### src/hdl/ktc_pkg.sv
// Shared types, constants and key-compare functions for the keyed texture cache.
package ktc_pkg;

  localparam int CAPACITY_DEF = 32;
  localparam int IDLE_W       = 16;
  localparam int IDLE_RESET   = 16 * 5;

  // Entry row layout, identical to the input tdata layout
  localparam int OUTLINE_W    = 384;
  localparam int BLUR_LO      = 384;
  localparam int HANDLE_LO    = 416;
  localparam int FRAME_LO     = 448;
  localparam int ROW_W        = 480;
  localparam int WORD32       = 32;
  localparam int OUT_DATA_W   = 40;
  localparam int OUT_USED_W   = 34;

  typedef enum logic [1:0] {
    OP_LOOKUP = 2'd0,
    OP_INSERT = 2'd1,
    OP_SWEEP  = 2'd2,
    OP_NONE   = 2'd3
  } ktc_op_t;

  typedef enum logic [1:0] {
    KIND_LOOKUP  = 2'd0,
    KIND_INSERT  = 2'd1,
    KIND_RELEASE = 2'd2,
    KIND_DONE    = 2'd3
  } ktc_kind_t;

  typedef enum logic [1:0] {
    ADDR_IDX,
    ADDR_NEXT,
    ADDR_LAST
  } ktc_addr_t;

  typedef enum logic [1:0] {
    WR_INSERT,
    WR_TOUCH,
    WR_MOVE
  } ktc_wr_t;

  typedef enum logic [3:0] {
    S_IDLE,
    S_DISP,
    S_LK_CHK,
    S_LK_HIT,
    S_LK_MISS,
    S_INS,
    S_SW_CHK,
    S_SW_REL,
    S_SW_MV,
    S_SW_DONE
  } ktc_state_t;

  typedef struct packed {
    logic      latch;
    logic      rd_en;
    ktc_addr_t addr_sel;
    logic      idx_inc;
    logic      wr_en;
    ktc_wr_t   wr_sel;
    logic      cnt_inc;
    logic      cnt_dec;
    logic      emit;
    ktc_kind_t kind;
    logic      found;
    logic      full;
    logic      last;
    logic      tex_row;
  } ktc_cmd_t;

  typedef struct packed {
    ktc_op_t op;
    logic    count_zero;
    logic    full;
    logic    hit;
    logic    expired;
    logic    idx_last;
    logic    slot_free;
  } ktc_status_t;

  function automatic logic is_nan32(input logic [31:0] b);
    return (b[30:23] == 8'hFF) && (b[22:0] != 23'd0);
  endfunction

  // Float equality on bit patterns: signed zeros match, NaN never does
  function automatic logic blur_equal(input logic [31:0] a, input logic [31:0] b);
    logic res;
    if (is_nan32(a) || is_nan32(b)) begin
      res = 1'b0;
    end else if ((a[30:0] == 31'd0) && (b[30:0] == 31'd0)) begin
      res = 1'b1;
    end else begin
      res = (a == b);
    end
    return res;
  endfunction

endpackage

### src/hdl/ktc_ctrl.sv
// Controller state machine: sequences lookup, insert and sweep over the entry RAM.
module ktc_ctrl (
  input  logic                  clk,
  input  logic                  rst_n,
  input  logic                  in_tvalid,
  output logic                  in_tready,
  input  ktc_pkg::ktc_status_t  status,
  output ktc_pkg::ktc_cmd_t     cmd
);

  ktc_pkg::ktc_state_t state_r, state_nxt;

  always_ff @(posedge clk) begin
    if (!rst_n) begin
      state_r <= ktc_pkg::S_IDLE;
    end else begin
      state_r <= state_nxt;
    end
  end

  // Next state
  always_comb begin
    state_nxt = state_r;
    unique case (state_r)
      ktc_pkg::S_IDLE: begin
        if (in_tvalid) state_nxt = ktc_pkg::S_DISP;
      end
      ktc_pkg::S_DISP: begin
        unique case (status.op)
          ktc_pkg::OP_LOOKUP:
            state_nxt = status.count_zero ? ktc_pkg::S_LK_MISS : ktc_pkg::S_LK_CHK;
          ktc_pkg::OP_INSERT: state_nxt = ktc_pkg::S_INS;
          ktc_pkg::OP_SWEEP:
            state_nxt = status.count_zero ? ktc_pkg::S_SW_DONE : ktc_pkg::S_SW_CHK;
          default: state_nxt = ktc_pkg::S_IDLE;
        endcase
      end
      ktc_pkg::S_LK_CHK: begin
        if (status.hit) begin
          state_nxt = ktc_pkg::S_LK_HIT;
        end else if (status.idx_last) begin
          state_nxt = ktc_pkg::S_LK_MISS;
        end
      end
      ktc_pkg::S_LK_HIT, ktc_pkg::S_LK_MISS, ktc_pkg::S_INS, ktc_pkg::S_SW_DONE: begin
        if (status.slot_free) state_nxt = ktc_pkg::S_IDLE;
      end
      ktc_pkg::S_SW_CHK: begin
        if (status.expired) begin
          state_nxt = ktc_pkg::S_SW_REL;
        end else if (status.idx_last) begin
          state_nxt = ktc_pkg::S_SW_DONE;
        end
      end
      ktc_pkg::S_SW_REL: begin
        // released entry was the last one: the scan is over
        if (status.slot_free) begin
          state_nxt = status.idx_last ? ktc_pkg::S_SW_DONE : ktc_pkg::S_SW_MV;
        end
      end
      ktc_pkg::S_SW_MV: state_nxt = ktc_pkg::S_SW_CHK;
      default: state_nxt = ktc_pkg::S_IDLE;
    endcase
  end

  // Outputs
  always_comb begin
    cmd       = '0;
    in_tready = (state_r == ktc_pkg::S_IDLE);
    unique case (state_r)
      ktc_pkg::S_IDLE: begin
        cmd.latch = in_tvalid;
      end
      ktc_pkg::S_DISP: begin
        if (((status.op == ktc_pkg::OP_LOOKUP) || (status.op == ktc_pkg::OP_SWEEP)) &&
            !status.count_zero) begin
          cmd.rd_en    = 1'b1;
          cmd.addr_sel = ktc_pkg::ADDR_IDX;
        end
      end
      ktc_pkg::S_LK_CHK, ktc_pkg::S_SW_CHK: begin
        // advance past a kept entry and prefetch the next one
        if ((state_r == ktc_pkg::S_LK_CHK) ? !status.hit : !status.expired) begin
          cmd.idx_inc = 1'b1;
          if (!status.idx_last) begin
            cmd.rd_en    = 1'b1;
            cmd.addr_sel = ktc_pkg::ADDR_NEXT;
          end
        end
      end
      ktc_pkg::S_LK_HIT: begin
        if (status.slot_free) begin
          cmd.wr_en   = 1'b1;
          cmd.wr_sel  = ktc_pkg::WR_TOUCH;
          cmd.emit    = 1'b1;
          cmd.kind    = ktc_pkg::KIND_LOOKUP;
          cmd.found   = 1'b1;
          cmd.tex_row = 1'b1;
          cmd.last    = 1'b1;
        end
      end
      ktc_pkg::S_LK_MISS: begin
        if (status.slot_free) begin
          cmd.emit = 1'b1;
          cmd.kind = ktc_pkg::KIND_LOOKUP;
          cmd.last = 1'b1;
        end
      end
      ktc_pkg::S_INS: begin
        if (status.slot_free) begin
          cmd.emit = 1'b1;
          cmd.kind = ktc_pkg::KIND_INSERT;
          cmd.full = status.full;
          cmd.last = 1'b1;
          if (!status.full) begin
            cmd.wr_en   = 1'b1;
            cmd.wr_sel  = ktc_pkg::WR_INSERT;
            cmd.cnt_inc = 1'b1;
          end
        end
      end
      ktc_pkg::S_SW_REL: begin
        if (status.slot_free) begin
          cmd.emit    = 1'b1;
          cmd.kind    = ktc_pkg::KIND_RELEASE;
          cmd.tex_row = 1'b1;
          cmd.cnt_dec = 1'b1;
          if (!status.idx_last) begin
            cmd.rd_en    = 1'b1;
            cmd.addr_sel = ktc_pkg::ADDR_LAST;
          end
        end
      end
      ktc_pkg::S_SW_MV: begin
        cmd.wr_en  = 1'b1;
        cmd.wr_sel = ktc_pkg::WR_MOVE;
      end
      ktc_pkg::S_SW_DONE: begin
        if (status.slot_free) begin
          cmd.emit = 1'b1;
          cmd.kind = ktc_pkg::KIND_DONE;
          cmd.last = 1'b1;
        end
      end
      default: begin
        cmd = '0;
      end
    endcase
  end

endmodule

### config.mk
export PLATFORM = sky130hd
export DESIGN_NAME = ktc_ctrl
export DESIGN_NICKNAME = d
export VERILOG_FILES = /design/src/hdl/ktc_pkg.sv /design/src/hdl/ktc_ctrl.sv
export SDC_FILE = /design/constraint.sdc
export NUM_CORES = 1
export LEC_CHECK = 0
export ABC_CLOCK_PERIOD_IN_PS = 1700
export BUFFER_PORTS_ARGS = -buffer_cell sky130_fd_sc_hd__buf_4
export CAP_MARGIN = 5
export CORE_MARGIN = 2
export CORE_UTILIZATION = 44
export CTS_CLUSTER_SIZE = 20
export DETAILED_ROUTE_END_ITERATION = 10
export HOLD_SLACK_MARGIN = 0.03
export PLACE_DENSITY_LB_ADDON = 0.08
export REMOVE_ABC_BUFFERS = 1
export SYNTH_ARGS = -nofsm -noshare
export SYNTH_HDL_FRONTEND = slang
export SYNTH_SLANG_ARGS = --single-unit
### constraint.sdc
create_clock -name clk -period 1.7 [get_ports clk]
set_input_delay 0 -clock clk [delete_from_list [all_inputs] [get_ports clk]]
set_output_delay 0 -clock clk [all_outputs]
set_load 0.02 [all_outputs]
; ---- Word-level counts from Yosys, hierarchy flattened
; Cells that the tools add are included.
; Widths: inputs -> output; s select.
[totals]
register_bits = 4
inputBits = 11
word_cells = 67
[classes]
reduce_logical = 11
muxes = 39
n_eq_ne = 16
[op_table]
columns = op, count
row1 = $mux 4, 13
row2 = $pmux 4 s7, 1
row3 = $mux 3, 8
row4 = $pmux 3 s3, 2
row5 = $eq 4x3->1 const B, 4
row6 = $pmux 3 s5, 1
row7 = $pmux 4 s3, 1
row8 = $mux 1, 9
row9 = $eq 4x2->1 const B, 2
row10 = $eq 4x4->1 const B, 2
row11 = $ne 2x2->1 const B, 3
row12 = $ne 3x3->1 const B, 2
row13 = $reduce_and 5->1, 1
row14 = $eq 4x1->1 const B, 1
row15 = $logic_not 4->1, 1
row16 = $mux 2, 2
row17 = $reduce_or 2->1, 2
row18 = $reduce_or 4->1, 1
row19 = $logic_not 1->1, 3
row20 = $pmux 1 s3, 1
row21 = $eq 2x1->1 const B, 1
row22 = $eq 2x2->1 const B, 1
row23 = $logic_not 2->1, 1
row24 = $pmux 1 s2, 1
row25 = other kinds (2), 2

; ---- Logic depth before layout (Yosys ltp)
[depth]
ltp_word = 5
mapped_depth = 6
ltp_nobuf = 4

; ---- Worst setup path after synthesis
; OpenSTA, ideal clock, no wires.
[synth_path]
path_type = register to register
start = register state_r[3]
end = register state_r[3]
arrival_time_ns = 1.814
slack_ns = -0.229
path_buffers = 1
path_stages_with_launch = 6
synth_period_minus_slack_ns = 1.929
path_cell_list = dfxtp_1 clkbuf_2 nor4_1 a32o_1 nor4_1 o21a_1
[synth_between]
word_cells_on_any_way = 18
classes_between = eq/ne (14) / mux (1) / reduce/logical (3)
[synth_rtl]
columns = element, line_no
row1 = start: declaration, ktc_ctrl.sv:11  ; ktc_pkg::ktc_state_t state_r, state_nxt;
row2 = start signal: assignment, ktc_ctrl.sv:15  ; state_r <= ktc_pkg::S_IDLE;
row3 = start signal: assignment, ktc_ctrl.sv:17  ; state_r <= state_nxt;
row4 = $logic_not 4->1 *, --
row5 = named net in_tready, ktc_ctrl.sv:6  ; output logic in_tready,
row6 = $ne 2x2->1 (no line), --
row7 = $reduce_and 5->1 (no line), --
; The timed path passes the listed nets; every way through them passes the cells marked *.
; A chain may end at the register's enable or synchronous reset.

; ---- Worst setup path in the final report
[layout_path]
start = register state_r[1]
end = register state_r[3]
[layout_between]
elab_chain_cells = 4
word_cells_on_any_way = 18
classes_between = eq/ne (14) / mux (1) / reduce/logical (3)
[layout_rtl]
columns = element, line_no
row1 = "$eq 4x4->1, or another cell as far along", ktc_ctrl.sv:24  ; unique case (state_r)
row2 = $reduce_or 4->1, ktc_ctrl.sv:24
row3 = $ne 2x2->1 (no line), --
row4 = $reduce_and 5->1 (no line), --
; Parallel ways exist; a longest one is shown, timed or not.

==> metrics <==
outcome finished clean; Hold WS about 0.17 ns; max-cap viol count 0; CP Class register to register; Design Area, Final 995 µm²; syn avg cell area between 6 and 7 µm²; clock transition at the registers of the reported paths around 0.040 ns; Tot GR Track Use 0.262; max reg flops 4; max-slew violation count 0; Die Ht 40.5 µm; WP data required roughly 1.8 ns; f_max between 600 and 700 MHz; Post-Synthesis Cell Area roughly 600 µm²; post-DR wirelength/cell 13.7 µm; biggest regs state_r x4; Final Hold Viols 0; CP endpoint kind register; fraction of layout cells with a size suffix above 1 0.461; Clock Path Buffers 2; H-tree depth 1; vias after detailed routing ~800; CTS sink cnt 4; Synth-to-Final Area Change 69.5%; unrepaired setup endpoints after global routing yes; final net count 141; FFs w/ async S/R, synth 0; final worst-path cycle share 0.974; Leak approximately 0.47 nW; Placed Cells 134; yosys warns 0; DR vias/cell ~5.6; Post-Syn Instances 85; arrival time worst endpoint roughly 1.8 ns; slew margin rel. 0.768; Initial Util 0.463; clock skew 0.00179 ns; worst-path maximum fanout 6; final non-filler cell total about 140; power density cells approximately 1100 nW/µm²; vias in the first global route a little under 700; commonest cells after routing, fill and taps aside 44 x buf_4, 5 x inv_1; fillers 103; Worst Max-Slew Pin Slew around 0.34 ns; Initial DRT Pass Iterations 4; worst skew pair latency ~0.23 ns; Distinct cells, synth slightly above 40; Antenna Violating Nets Remaining 0; Core Rows 13; die width 40.5 µm; detailed placer's ending HPWL between 1000 and 1500 µm; I/O pin count 29; most common cell after layout, fill and taps aside buf_4; Detailed Route WL roughly 2000 µm; placed inst area 881 µm²; initial drt markers 19; Die ar. about 1600 µm²; Worst Hold Class input pin to register; setup violators final 0; Peak VDD IR 0.627 mV; ys flop type dfxtp_1; TritonCTS clock tree built; GPL Wtd Cong between 0.7 and 0.8; Core Region 1270 µm²; EDFF count, synth 0; Port Buf Inserts 28; Synth Register Bits 4; first-pass GRT wire length about 2800 µm; Top reg by flops state_r; gr ovfl total 0; CTS root buffer clkbuf_4; sequential element share of the synthesized area 0.136; crit path time final 1.66 ns; largest net degree at the start of global routing 18; detailed-route DRC error count 0; total CTS buffers 3; startpoint types register; initial antenna violation count 0; antenna cells 0
[timing repair]
| item | in CTS | in global routing |
|---|---|---|
| gates cloned | 0 | 0 |
| setup endpoints to repair | 2 | 8 |
| buffers inserted | 6 | 0 |
| hold buffers | 1 | 0 |
| pin swaps | 0 | 1 |
| endpoints found under the hold margin | 2 | 0 |
| gates resized for setup | 9 | 5 |
[kinds of logic after synthesis]
group | Yosys count | share of synthesized area
xor gates and xnor gates | 1 | 0.0149
and+or+nand+nor | 41 | 0.424
DFF | 4 | 0.136
muxes | 2 | 0.0341
buffers and inverters | 12 | 0.0874
AOI/OAI and AO/OA | 25 | 0.303
[critical path: stages, from the launching register on]
cell and delay, ns:
dfxtp_4 0.34, buf_6 0.13, or4bb_1 0.54, o22ai_2 0.25, nor4_1 0.10, o21a_1 0.18
[layer usage]
layer  vias up  global-route usage  share of wire
met1       358               0.284           0.41
met3         0              0.0500          0.048
li1        404                   -              -
met4         0              0.0750              0
met2        33               0.500           0.54
met5         -                   0              0
[metrics by stage]
stage               power [mW]  setup slack (ns)  TNS, ns   util
floorplan                0.533            -0.264    -1.00      -
detailed placement       0.854            0.0662        0  0.694
finish                    1.10            0.0447        0  0.784
global route              1.18           -0.0317  -0.0835  0.784
global placement         0.847            0.0901        0  0.694
CTS                       1.05            0.0382        0  0.765
[cell type report]
class                   instances  area [µm²]  area share
multi-input cells              69         480       0.483
inverters                       5        18.8      0.0189
flip-flops and latches          4        91.3      0.0918
clock buffers                   3        22.5      0.0226
repair buffers                 47         363       0.365
well taps                      15        18.8      0.0189
[worst paths after layout]
check	start	cells past startpoint	end	slack, ns
worst max-delay path	state_r[1]	5	state_r[3]	0.04
worst min-delay path	status[0]	3	state_r[3]	0.17
worst max register to register	state_r[1]	5	state_r[3]	0.04
worst min register to register	state_r[2]	3	state_r[2]	0.75
[Yosys cell counts, types with 2 or more instances]
| cell | number | area [µm²] |
|---|---|---|
| inv_1 | 5 | 18.8 |
| nor2_1 | 5 | 18.8 |
| o21ai_0 | 5 | 25.0 |
| and2_1 | 4 | 25.0 |
| dfxtp_1 | 4 | 80.1 |
| nand2b_1 | 4 | 25.0 |
| nand3b_1 | 4 | 30.0 |
| nor3_1 | 4 | 20.0 |
| nor4_1 | 4 | 25.0 |
| a31oi_1 | 3 | 18.8 |
| and3_1 | 3 | 18.8 |
| clkbuf_1 | 3 | 11.3 |
| nand2_1 | 3 | 11.3 |
| o21a_1 | 3 | 22.5 |
| a21oi_1 | 2 | 10.0 |
| mux2i_1 | 2 | 20.0 |
| o21bai_1 | 2 | 15.0 |
| or2_2 | 2 | 12.5 |
[power breakdown]
group / total [mW] / internal [mW] / switching (mW)
clock: 0.115 / 0.0788 / 0.0361
combinational: 0.833 / 0.426 / 0.407
sequential: 0.152 / 0.132 / 0.0199
total: 1.10 / 0.636 / 0.463
Power figures use the tool's default switching activity.
